File: src/design/ssin_pkg.sv
// Shared types and constants for the series sine evaluator.
package ssin_pkg;

  localparam int ANGLE_W    = 31;
  localparam int SINE_W     = 31;
  localparam int TERMS_W    = 6;
  localparam int TOL_W      = 30;
  localparam int MAG_W      = 30;
  localparam int SQ_W       = 2 * MAG_W;
  localparam int X2_W       = 30;
  localparam int TERM_W     = 33;
  localparam int PROD_W     = TERM_W + X2_W;
  localparam int SUM_W      = 35;
  localparam int DEN_W      = 12;
  localparam int DIV_BITS   = 4;
  localparam int DIV_STEPS  = 10;
  localparam int NUM_W      = DIV_BITS * DIV_STEPS;
  localparam int DIV_CNT_W  = $clog2(DIV_STEPS);
  localparam int IN_DATA_W  = 32;
  localparam int OUT_DATA_W = 40;
  localparam int CFG_IDX_W  = 2;

  localparam logic [MAG_W-1:0]     PI_Q28    = 30'd843314857;
  localparam logic [TERMS_W-1:0]   TERM_CAP  = 6'd32;
  localparam logic [SINE_W-1:0]    ONE_Q29   = 31'd536870912;

  localparam logic [CFG_IDX_W-1:0] REG_TOLERANCE = 2'd0;
  localparam logic [CFG_IDX_W-1:0] REG_MAX_TERMS = 2'd1;

  typedef struct packed {
    logic load;
    logic square;
    logic init;
    logic check;
    logic mul;
    logic num;
    logic div;
    logic upd;
    logic fin;
  } cmd_t;

  typedef struct packed {
    logic term_small;
    logic at_limit;
  } sts_t;

endpackage

File: src/design/ssin_ctrl.sv
// Sequencer for the series sine evaluator: term loop, divider steps, output handshake.
module ssin_ctrl (
  input  logic            clk,
  input  logic            rst_n,
  input  logic            in_tvalid,
  output logic            in_tready,
  output logic            out_tvalid,
  input  logic            out_tready,
  input  ssin_pkg::sts_t  sts,
  output ssin_pkg::cmd_t  cmd
);

  typedef enum logic [3:0] {
    ST_IDLE,
    ST_SQUARE,
    ST_INIT,
    ST_CHECK,
    ST_MUL,
    ST_NUM,
    ST_DIV,
    ST_UPD,
    ST_FIN
  } state_t;

  state_t                           state_r;
  logic [ssin_pkg::DIV_CNT_W-1:0]   div_cnt_r;
  logic                             out_valid_r;
  logic                             out_free;

  assign in_tready  = (state_r == ST_IDLE);
  assign out_tvalid = out_valid_r;
  assign out_free   = !out_valid_r || out_tready;

  always_comb begin
    cmd = '0;
    unique case (state_r)
      ST_IDLE:   cmd.load   = in_tvalid;
      ST_SQUARE: cmd.square = 1'b1;
      ST_INIT:   cmd.init   = 1'b1;
      ST_CHECK:  cmd.check  = 1'b1;
      ST_MUL:    cmd.mul    = 1'b1;
      ST_NUM:    cmd.num    = 1'b1;
      ST_DIV:    cmd.div    = 1'b1;
      ST_UPD:    cmd.upd    = 1'b1;
      ST_FIN:    cmd.fin    = out_free;
      default:   cmd        = '0;
    endcase
  end

  always_ff @(posedge clk) begin
    if (!rst_n) begin
      state_r     <= ST_IDLE;
      div_cnt_r   <= '0;
      out_valid_r <= 1'b0;
    end else begin
      if (state_r == ST_FIN && out_free) begin
        out_valid_r <= 1'b1;
      end else if (out_tready) begin
        out_valid_r <= 1'b0;
      end
      unique case (state_r)
        ST_IDLE: begin
          if (in_tvalid) begin
            state_r <= ST_SQUARE;
          end
        end
        ST_SQUARE: state_r <= ST_INIT;
        ST_INIT:   state_r <= ST_CHECK;
        ST_CHECK: begin
          if (sts.term_small || sts.at_limit) begin
            state_r <= ST_FIN;
          end else begin
            state_r <= ST_MUL;
          end
        end
        ST_MUL:    state_r <= ST_NUM;
        ST_NUM: begin
          div_cnt_r <= '0;
          state_r   <= ST_DIV;
        end
        ST_DIV: begin
          if (div_cnt_r == ssin_pkg::DIV_CNT_W'(ssin_pkg::DIV_STEPS - 1)) begin
            state_r <= ST_UPD;
          end else begin
            div_cnt_r <= div_cnt_r + 1'b1;
          end
        end
        ST_UPD:    state_r <= ST_CHECK;
        ST_FIN: begin
          if (out_free) begin
            state_r <= ST_IDLE;
          end
        end
        default:   state_r <= ST_IDLE;
      endcase
    end
  end

endmodule

File: config.mk
export PLATFORM = sky130hd
export DESIGN_NAME = ssin_ctrl
export DESIGN_NICKNAME = d
export VERILOG_FILES = /design/src/design/ssin_pkg.sv /design/src/design/ssin_ctrl.sv
export SDC_FILE = /design/constraint.sdc
export NUM_CORES = 1
export LEC_CHECK = 0
export ABC_AREA = 1
export BUFFER_PORTS_ARGS = -buffer_cell sky130_fd_sc_hd__buf_2
export CAP_MARGIN = 20
export CORE_MARGIN = 3
export CORE_UTILIZATION = 38
export DETAILED_ROUTE_END_ITERATION = 8
export SYNTH_ARGS = -nofsm -noshare
export SYNTH_HDL_FRONTEND = slang
export SYNTH_SLANG_ARGS = --single-unit
File: constraint.sdc
create_clock -name clk -period 2.2 [get_ports clk]
set_input_delay 0.44 -clock clk [delete_from_list [all_inputs] [get_ports clk]]
set_output_delay 0.44 -clock clk [all_outputs]
set_load 0.1 [all_outputs]
==> results.tsv <==
stage	metric	value	unit
logic_synthesis	synthDistinctLibCells	20	
logic_synthesis	syn_nets	92	
finish	layout_commonest_cell	buf_2	
sta	setup_viol	0	
power	power_leakage	0.347	nW
sta	fin_ws	214	ps
logic_synthesis	yosysSeqAreaShare	33.0	%
cts	cts_resized	0	
placed_design	portBuffers	16	
logic_synthesis	avgSynthCellArea	6.51	µm²
setup_path	path_cells	nor2_1 -> inv_1 -> nor3_2 -> buf_2	
cts	cts.clk_slew.worst_paths	70	ps
floorplan	fp.dieW	43.9	µm
finish	fin_nets	113	
logic_synthesis	synth_area	547	µm²
drt	drc_errors	0	
power	ir_worst_vdd	0.000481	V
hold_path	holdCritPathClass	primary input to flop	
drt	totalWireLength	1.15	mm
cts	hold_buffers	0	
power	p_per_area	929	mW/mm²
drt	drtPass1Iterations	4	
cts	clock-sinks	9	
finish	layout.cells.non_filler	119	
finish	area_growth	26.1	%
floorplan	rows	13	
drt	num_vias	548	
setup_path	cp_slowest_cell	buf_2	
cts	cts_max_level	1	
sta	worst_pin_slew	487	ps
cts	cts_tree	yes	
floorplan	coreArea	0.00132	mm²
finish	antenna_cells	0	
cts	worstSkewPairLatency	260	ps
power	total_power	0.641	mW
outcome	status	finished clean	
global_routing	track_usage	12.7	%
global_routing	antenna_found_initial	0	
sta	fin_crit_sh	90.3	%
setup_path	crit_required	1760	ps
logic_synthesis	yosys_warnings	0	
global_routing	grt_pass1_vias	457	
sta	slew_violations	0	
sta	rsz0062_at_grt	false	
global_routing	grt_max_degree	8	
placed_design	place.detailed.hpwl	922	µm
drt	drtIter0Drc	8	
floorplan	start_util	41.5	%
cts	cts.root.buffer_cell	clkbuf_4	
cts	cts_setup_buffers	0	
finish	final_cell_mix	16 x buf_2, 15 x inv_1, 12 x nand2_1	
logic_synthesis	synth_cells	84	
placed_design	dp_slack	496	ps
floorplan	die_h	43.9	µm
setup_path	cpLargestDelayFamily	buffers and inverters	
cts	cts_made_buffers	3	
drt	ant_nets	0	
sta	hold_viol	0	
setup_path	critPathMaxStageDelay	440	ps
setup_path	crit_arrival	1550	ps
global_routing	grt_pass1_wl	1.86	mm
placed_design	post-place-cells	115	
placed_design	gp_congestion	0.745	
sta	finalClockSkew	5.32	ps
finish	drive_gt1_share	29.8	%
sta	relSlewSlack	67.8	%
drt	routedWlPerCell	9.66	µm
global_routing	gr-total-overflow	0	
floorplan	ios	17	
floorplan	dieArea	0.00193	mm²
setup_path	crit_fanout	5	
setup_path	end_kind	output port	
sta	max_freq	504	MHz
setup_path	worstSetupPathType	flop to output port	
logic_synthesis	synth-seq-cells	9	
setup_path	crit_buf_inv	2	
setup_path	startpoint_type	flop	
sta	final.min_clock_period	1990	ps
run	max-cap-violations	0	
drt	routed_via_density	4.61	
cts	max-clock-path-buffers	2	
[cells in the mapped netlist (all sizes together)]
master,count,area (µm²)
ha,2,25.0
nand3,9,50.1
nand4,1,6.26
nand2,14,57.6
nor2,16,70.1
o21ai,2,10.0
inv,17,63.8
nor3,3,15.0
a21oi,5,25.0
a31oi,1,6.26
xnor2,1,8.76
dfxtp,9,180
o21a,2,15.0
or2,1,6.26
o211ai,1,7.51
[power breakdown]
group          switching [mW]  internal, mW  leakage, nW
combinational           0.267        0.0517        0.259
sequential             0.0155         0.175       0.0729
clock                  0.0620        0.0699       0.0150
[final timing paths]
kind,startpoint,endpoint,slack (ps),depth (start not counted)
setup / recovery,state_r[3]$_SDFFE_PN0P_,cmd[6],210,4
hold / removal,rst_n,state_r[3]$_SDFFE_PN0P_,420,2
setup reg to reg,div_cnt_r[1]$_SDFFE_PN0P_,div_cnt_r[0]$_SDFFE_PN0P_,960,6
hold reg to reg,div_cnt_r[3]$_SDFFE_PN0P_,div_cnt_r[3]$_SDFFE_PN0P_,530,2
[through the flow]
step	setup TNS (ps)	hold WS, ps	instance area [µm²]	util (%)
CTS	0	426	689	52.3
detailed placement	0	519	663	50.3
global placement	0	534	663	50.3
global route	0	430	689	52.3
finish	0	421	689	52.3
floorplan	-51.8	491	564	-
[state kept, by name, summed over array words and instances (netlist names)]
register	flops
div_cnt_r	4
state_r	4
out_tvalid	1
[cell families (layout without fill, tap and decap cells)]
family	after synthesis	in the layout	share of synthesized area, %
and+or+nand+nor	44	44	37.5
xor gates and xnor gates	1	1	1.60
AOI/OAI and AO/OA	11	11	11.7
adders and majority gates	2	2	4.58
buffers and inverters	17	37	11.7
DFF	9	9	33.0
[worst reg2reg max path, stage by stage (launching register included)]
cell and delay (ps):
dfxtp_1 380, inv_1 60, ha_1 170, nand3_1 90
nand3_2 130, or2_0 230, a21oi_1 120
[cell type report]
class	instances	area, µm²
fill	135	628
multi-input combinational	58	320
sequential	9	180
timing repair buffer	16	80.1
inverter	17	63.8
clock buffer	4	26.3
tap	15	18.8
[layer usage]
layer | vias up | track usage (%) | routed length, µm
met5 | - | 0 | 0
met2 | 13 | 17.7 | 464
met1 | 225 | 19.3 | 590
met3 | 2 | 2.90 | 85
li1 | 308 | - | -
met4 | 0 | 3.61 | 9
Power figures use the tool's default switching activity.
