===== src/design/ssin_pkg.sv =====
// Shared types and constants for the series sine evaluator.
package ssin_pkg;

  localparam int ANGLE_W    = 31;
  localparam int SINE_W     = 31;
  localparam int TERMS_W    = 6;
  localparam int TOL_W      = 30;
  localparam int MAG_W      = 30;
  localparam int SQ_W       = 2 * MAG_W;
  localparam int X2_W       = 30;
  localparam int TERM_W     = 33;
  localparam int PROD_W     = TERM_W + X2_W;
  localparam int SUM_W      = 35;
  localparam int DEN_W      = 12;
  localparam int DIV_BITS   = 4;
  localparam int DIV_STEPS  = 10;
  localparam int NUM_W      = DIV_BITS * DIV_STEPS;
  localparam int DIV_CNT_W  = $clog2(DIV_STEPS);
  localparam int IN_DATA_W  = 32;
  localparam int OUT_DATA_W = 40;
  localparam int CFG_IDX_W  = 2;

  localparam logic [MAG_W-1:0]     PI_Q28    = 30'd843314857;
  localparam logic [TERMS_W-1:0]   TERM_CAP  = 6'd32;
  localparam logic [SINE_W-1:0]    ONE_Q29   = 31'd536870912;

  localparam logic [CFG_IDX_W-1:0] REG_TOLERANCE = 2'd0;
  localparam logic [CFG_IDX_W-1:0] REG_MAX_TERMS = 2'd1;

  typedef struct packed {
    logic load;
    logic square;
    logic init;
    logic check;
    logic mul;
    logic num;
    logic div;
    logic upd;
    logic fin;
  } cmd_t;

  typedef struct packed {
    logic term_small;
    logic at_limit;
  } sts_t;

endpackage


===== src/design/ssin_dp.sv =====
// Datapath for the series sine evaluator: square, term recurrence, divider, final rounding.
module ssin_dp (
  input  logic                              clk,
  input  ssin_pkg::cmd_t                    cmd,
  output ssin_pkg::sts_t                    sts,
  input  logic signed [ssin_pkg::ANGLE_W-1:0] angle,
  input  logic [ssin_pkg::TOL_W-1:0]        tolerance,
  input  logic [ssin_pkg::TERMS_W-1:0]      max_terms,
  output logic signed [ssin_pkg::SINE_W-1:0] sine_value,
  output logic [ssin_pkg::TERMS_W-1:0]      terms_used,
  output logic                              converged,
  output logic                              range_clipped
);

  logic [ssin_pkg::MAG_W-1:0]    a_r;
  logic                          neg_r;
  logic                          clip_r;
  logic [ssin_pkg::TERMS_W-1:0]  limit_r;
  logic [ssin_pkg::SQ_W-1:0]     sq_r;
  logic [ssin_pkg::X2_W-1:0]     x2_r;
  logic [ssin_pkg::TERM_W-1:0]   t_r;
  logic signed [ssin_pkg::SUM_W-1:0] sum_r;
  logic [ssin_pkg::TERMS_W-1:0]  k_r;
  logic                          conv_r;
  logic [ssin_pkg::PROD_W-1:0]   p_r;
  logic [ssin_pkg::DEN_W-1:0]    d_r;
  logic [ssin_pkg::NUM_W-1:0]    num_r;
  logic [ssin_pkg::DEN_W-1:0]    rem_r;

  logic signed [ssin_pkg::SINE_W-1:0] sine_r;
  logic [ssin_pkg::TERMS_W-1:0]  terms_r;
  logic                          conv_out_r;
  logic                          clip_out_r;

  // input magnitude and saturation
  logic                          in_neg;
  logic [31:0]                   in_abs;
  logic                          in_clip;
  logic [ssin_pkg::MAG_W-1:0]    in_mag;
  logic [ssin_pkg::TERMS_W-1:0]  in_limit;

  always_comb begin
    in_neg  = angle[ssin_pkg::ANGLE_W-1];
    in_abs  = in_neg ? (32'h8000_0000 - {1'b0, angle}) : {1'b0, angle};
    in_clip = in_abs > {2'b00, ssin_pkg::PI_Q28};
    in_mag  = in_clip ? ssin_pkg::PI_Q28 : in_abs[ssin_pkg::MAG_W-1:0];
    if (max_terms == '0) begin
      in_limit = ssin_pkg::TERMS_W'(1);
    end else if (max_terms > ssin_pkg::TERM_CAP) begin
      in_limit = ssin_pkg::TERM_CAP;
    end else begin
      in_limit = max_terms;
    end
  end

  // denominator 2k(2k+1)
  logic [6:0]  k2;
  logic [13:0] den_full;
  assign k2       = {k_r, 1'b0};
  assign den_full = 14'(k2) * 14'(k2 + 7'd1);

  // four quotient bits per step
  logic [ssin_pkg::DEN_W:0]      rem_w [ssin_pkg::DIV_BITS+1];
  logic [ssin_pkg::NUM_W-1:0]    num_w [ssin_pkg::DIV_BITS+1];
  logic [ssin_pkg::DEN_W:0]      trial;

  always_comb begin
    rem_w[0] = {1'b0, rem_r};
    num_w[0] = num_r;
    trial    = '0;
    for (int i = 0; i < ssin_pkg::DIV_BITS; i++) begin
      trial = {rem_w[i][ssin_pkg::DEN_W-1:0], num_w[i][ssin_pkg::NUM_W-1]};
      if (trial >= {1'b0, d_r}) begin
        rem_w[i+1] = trial - {1'b0, d_r};
        num_w[i+1] = {num_w[i][ssin_pkg::NUM_W-2:0], 1'b1};
      end else begin
        rem_w[i+1] = trial;
        num_w[i+1] = {num_w[i][ssin_pkg::NUM_W-2:0], 1'b0};
      end
    end
  end

  // final rounding and clamp
  logic                          sum_neg;
  logic [ssin_pkg::SUM_W-1:0]    sum_mag;
  logic [ssin_pkg::SUM_W-1:0]    rnd;
  logic [ssin_pkg::SINE_W-1:0]   rnd_clamp;
  logic [ssin_pkg::SINE_W-1:0]   fin_val;
  logic signed [ssin_pkg::SUM_W-1:0] q_ext;

  always_comb begin
    sum_neg   = sum_r[ssin_pkg::SUM_W-1];
    sum_mag   = sum_neg ? ssin_pkg::SUM_W'(-sum_r) : ssin_pkg::SUM_W'(sum_r);
    rnd       = (sum_mag + ssin_pkg::SUM_W'(1)) >> 1;
    rnd_clamp = (rnd > ssin_pkg::SUM_W'(ssin_pkg::ONE_Q29)) ? ssin_pkg::ONE_Q29
                                                            : rnd[ssin_pkg::SINE_W-1:0];
    fin_val   = (sum_neg ^ neg_r) ? (ssin_pkg::SINE_W'(0) - rnd_clamp) : rnd_clamp;
    q_ext     = $signed({2'b00, num_r[ssin_pkg::TERM_W-1:0]});
  end

  assign sts.term_small = t_r <= {2'b00, tolerance, 1'b0};
  assign sts.at_limit   = k_r >= limit_r;

  always_ff @(posedge clk) begin
    if (cmd.load) begin
      a_r     <= in_mag;
      neg_r   <= in_neg;
      clip_r  <= in_clip;
      limit_r <= in_limit;
    end
    if (cmd.square) begin
      sq_r <= a_r * a_r;
    end
    if (cmd.init) begin
      x2_r  <= ssin_pkg::X2_W'(({1'b0, sq_r} + (61'(1) << 29)) >> 30);
      t_r   <= {1'b0, a_r, 2'b00};
      sum_r <= $signed({3'b000, a_r, 2'b00});
      k_r   <= ssin_pkg::TERMS_W'(1);
    end
    if (cmd.check) begin
      conv_r <= sts.term_small;
    end
    if (cmd.mul) begin
      p_r <= t_r * x2_r;
      d_r <= den_full[ssin_pkg::DEN_W-1:0];
    end
    if (cmd.num) begin
      num_r <= ssin_pkg::NUM_W'(({1'b0, p_r} + {27'd0, d_r, 25'd0}) >> 26);
      rem_r <= '0;
    end
    if (cmd.div) begin
      num_r <= num_w[ssin_pkg::DIV_BITS];
      rem_r <= rem_w[ssin_pkg::DIV_BITS][ssin_pkg::DEN_W-1:0];
    end
    if (cmd.upd) begin
      t_r <= num_r[ssin_pkg::TERM_W-1:0];
      k_r <= k_r + 1'b1;
      if (!k_r[0]) begin
        sum_r <= sum_r + q_ext;
      end else begin
        sum_r <= sum_r - q_ext;
      end
    end
    if (cmd.fin) begin
      sine_r     <= fin_val;
      terms_r    <= k_r;
      conv_out_r <= conv_r;
      clip_out_r <= clip_r;
    end
  end

  assign sine_value    = sine_r;
  assign terms_used    = terms_r;
  assign converged     = conv_out_r;
  assign range_clipped = clip_out_r;

endmodule


===== config.mk =====
export PLATFORM = sky130hd
export DESIGN_NAME = ssin_dp
export DESIGN_NICKNAME = d
export VERILOG_FILES = /design/src/design/ssin_pkg.sv /design/src/design/ssin_dp.sv
export SDC_FILE = /design/constraint.sdc
export NUM_CORES = 2
export LEC_CHECK = 0
export CAP_MARGIN = 40
export CORE_MARGIN = 1
export CORE_UTILIZATION = 40
export CTS_CLUSTER_SIZE = 28
export DETAILED_ROUTE_END_ITERATION = 10
export DONT_BUFFER_PORTS = 1
export GPL_TIMING_DRIVEN = 0
export PLACE_DENSITY = 0.51
export SYNTH_ARGS = -nofsm -noshare
export SYNTH_HDL_FRONTEND = slang
export SYNTH_SLANG_ARGS = --single-unit

===== constraint.sdc =====
create_clock -name clk -period 11.1 [get_ports clk]
set_clock_uncertainty 0.05 [all_clocks]
set_input_delay 2.22 -clock clk [delete_from_list [all_inputs] [get_ports clk]]
set_output_delay 2.22 -clock clk [all_outputs]
set_load 0.02 [all_outputs]

==> impl_metrics.toml <==
[layout]
multi_input_area_sq_um = 59300
finalInstanceArea_sq_um = 82900
fin_nets = 10700
nFillCells = 19000
drive_gt1_share_pct = 3.21
regArea_sq_um = 9400
final_common_cell = "inv_1"
area_delta_synth_final_pct = 7.80
final_cell_mix = "inv_1, fa_1, nand2_1"

[synthesis]
yosysUniqueCellTypes = 89
ys_ff_latch = 313
async_reset_ff_share_pct = 0
yosysSeqAreaShare_pct = 12.2
syn_avg_cell_area_sq_um = 9.35
netlist_area_sq_um = 76900
synth_ff_type = "edfxtp_1"
syn-num-nets = 10500
yosys_warnings = 0
synth_edf_count = 313
synthCells = 8224

[critical_path]
critPathBufInv = 5
crit_path_start_kind = "flop"
slowest_delay_ns = 0.68
required_ns = 11.48
crit_family = "adder cells"
cp.arrival_ns = 11.21
cp_common_cell = "fa_1"
path_class = "flop to flop"
cp_max_fo = 10
critPathSlowestCell = "edfxtp_1"
end_kind = "flop"

[cts]
clk_latency_ns = 0.64
cts_tree = "yes"
cts.path.max_buffers = 3
numCtsBuffers = 43
root_buffer = "clkbuf_16"
clkSlewWorstSetupHoldPaths_ns = 0.07
clock_sinks = 313
htreeDepth = 2

[detailed_routing]
drc = 0
via_per_inst = 5.30
wl_per_cell_microns = 24.2
via_count = 57900
drtIter0Drc = 4205
wl_microns = 264000
antenna_left = 1
first_pass_iters = 9

[sta]
hold_viol = 0
finalMaxSlewViolations = 0
fmax_ghz = 0.0923
max-slew-margin-rel_pct = 31.7
tightestPinTransition_ns = 1.02
rsz0062_at_grt = "false"
fin_crit_ns = 10.83
setup_viol = 0
period_share_pct = 97.6

[grt]
grt_max_degree = 49
grt_pass1_vias = 62100
grt_pass1_wl_microns = 396000
grt.total_usage_pct = 27.8
globalRoute.totalOverflow = 0
antenna_found_initial = 20

[placement]
gp_congestion = 0.994
dp_hpwl_microns = 226000
dpl-instance-area_sq_um = 81200
portBuffers = 0

[floorplanning]
die_x_microns = 440
chipHeight_microns = 440
ioPinCount = 118
rows = 160
coreArea_sq_um = 191000
dieArea_sq_um = 194000
start_util_pct = 40.3

[min_path]
hp-class = "flop to flop"

[job]
max_cap_viol_count = 0

[status]
violations = "antenna violations"
status = "finished, violations left"
[layer usage]
layer	global-route usage, %	wire length, microns	vias up
li1	-	-	25600
met1	35.2	106000	29900
met2	47.8	129000	1901
met3	3.00	14900	536
met4	12.3	13700	4
met5	0	29	-
[logic make-up (layout without fill, tap and decap cells)]
| logic type | Yosys count | after routing | share of synthesized area (%) |
|---|---|---|---|
| mux | 47 | 47 | 0.643 |
| fa+ha+maj | 2224 | 2224 | 51.6 |
| xor+xnor | 334 | 334 | 3.81 |
| compound gates | 712 | 712 | 6.06 |
| simple gates | 2412 | 2412 | 14.9 |
| other cells | 0 | 12 | 0 |
| buf+inv | 2182 | 2358 | 10.7 |
| flops | 313 | 313 | 12.2 |
[worst paths after layout]
check	slack, ns	end	from	depth (start not counted)
setup / recovery	0.27	p_r[61]	t_r[19]	27
setup reg to reg	0.27	p_r[61]	t_r[19]	27
hold / removal	0.37	range_clipped	clip_r	0
hold reg to reg	0.37	range_clipped	clip_r	0
[through the flow]
| stage | utilization, % | hold WS, ns | std cells | setup TNS [ns] | setup slack, ns |
|---|---|---|---|---|---|
| 2_1_floorplan | - | 0.350 | 8224 | 0 | 1.10 |
| 3_3_place_gp | 42.0 | 0.353 | 10700 | -23.87 | -1.98 |
| 3_5_place_dp | 42.6 | 0.359 | 10800 | -22.15 | -2.14 |
| 4_1_cts | 43.4 | 0.373 | 10900 | 0 | 0.00264 |
| 5_1_grt | 43.5 | 0.374 | 10900 | 0 | 0.0129 |
| 6_report | 43.5 | 0.369 | 10900 | 0 | 0.269 |
[sequential cells by signal, summed over array words and instances (netlist names), 11 cells and up]
register,flops
num_r,40
p_r,37
sum_r,35
t_r,33
sine_value,31
sq_r,31
a_r,30
x2_r,30
rem_r,12
d_r,11
[synth_stat cells, drive strengths merged, types with 34 or more instances]
master | n | area share, %
nor2b | 53 | 0.43
a21oi | 165 | 1.1
and2 | 446 | 3.6
nor4 | 34 | 0.34
ha | 648 | 11
nand3 | 81 | 0.53
nor3 | 56 | 0.39
xor2 | 129 | 1.5
a21o | 76 | 0.74
inv | 1800 | 8.8
fa | 1576 | 41
edfxtp | 313 | 12
and3 | 42 | 0.34
o21ai | 176 | 1.1
nand4 | 52 | 0.42
clkbuf | 342 | 1.7
xnor2 | 205 | 2.3
nand2 | 1180 | 5.8
nor2 | 299 | 1.5
nand2b | 41 | 0.33
[timing repair]
| action | in CTS | in global routing |
|---|---|---|
| setup endpoints to repair | 12 | 14 |
| pin swaps | 1 | 2 |
| resized for setup | 15 | 34 |
| buffers inserted | 4 | 5 |
| hold buffers | 0 | 0 |
[cell type report]
type	count	area share, %
inverter	1807	8.19
tap	2511	3.79
clock inverter	24	0.405
buffer	373	1.78
sequential	313	11.3
antenna	12	0.0362
clock buffer	52	1.37
multi-input combinational	5729	71.6
timing repair buffer	102	1.53
Power is left out: the tool's default activity adds up to more than one toggle a clock period on the data nets, which glitch-free logic cannot reach.
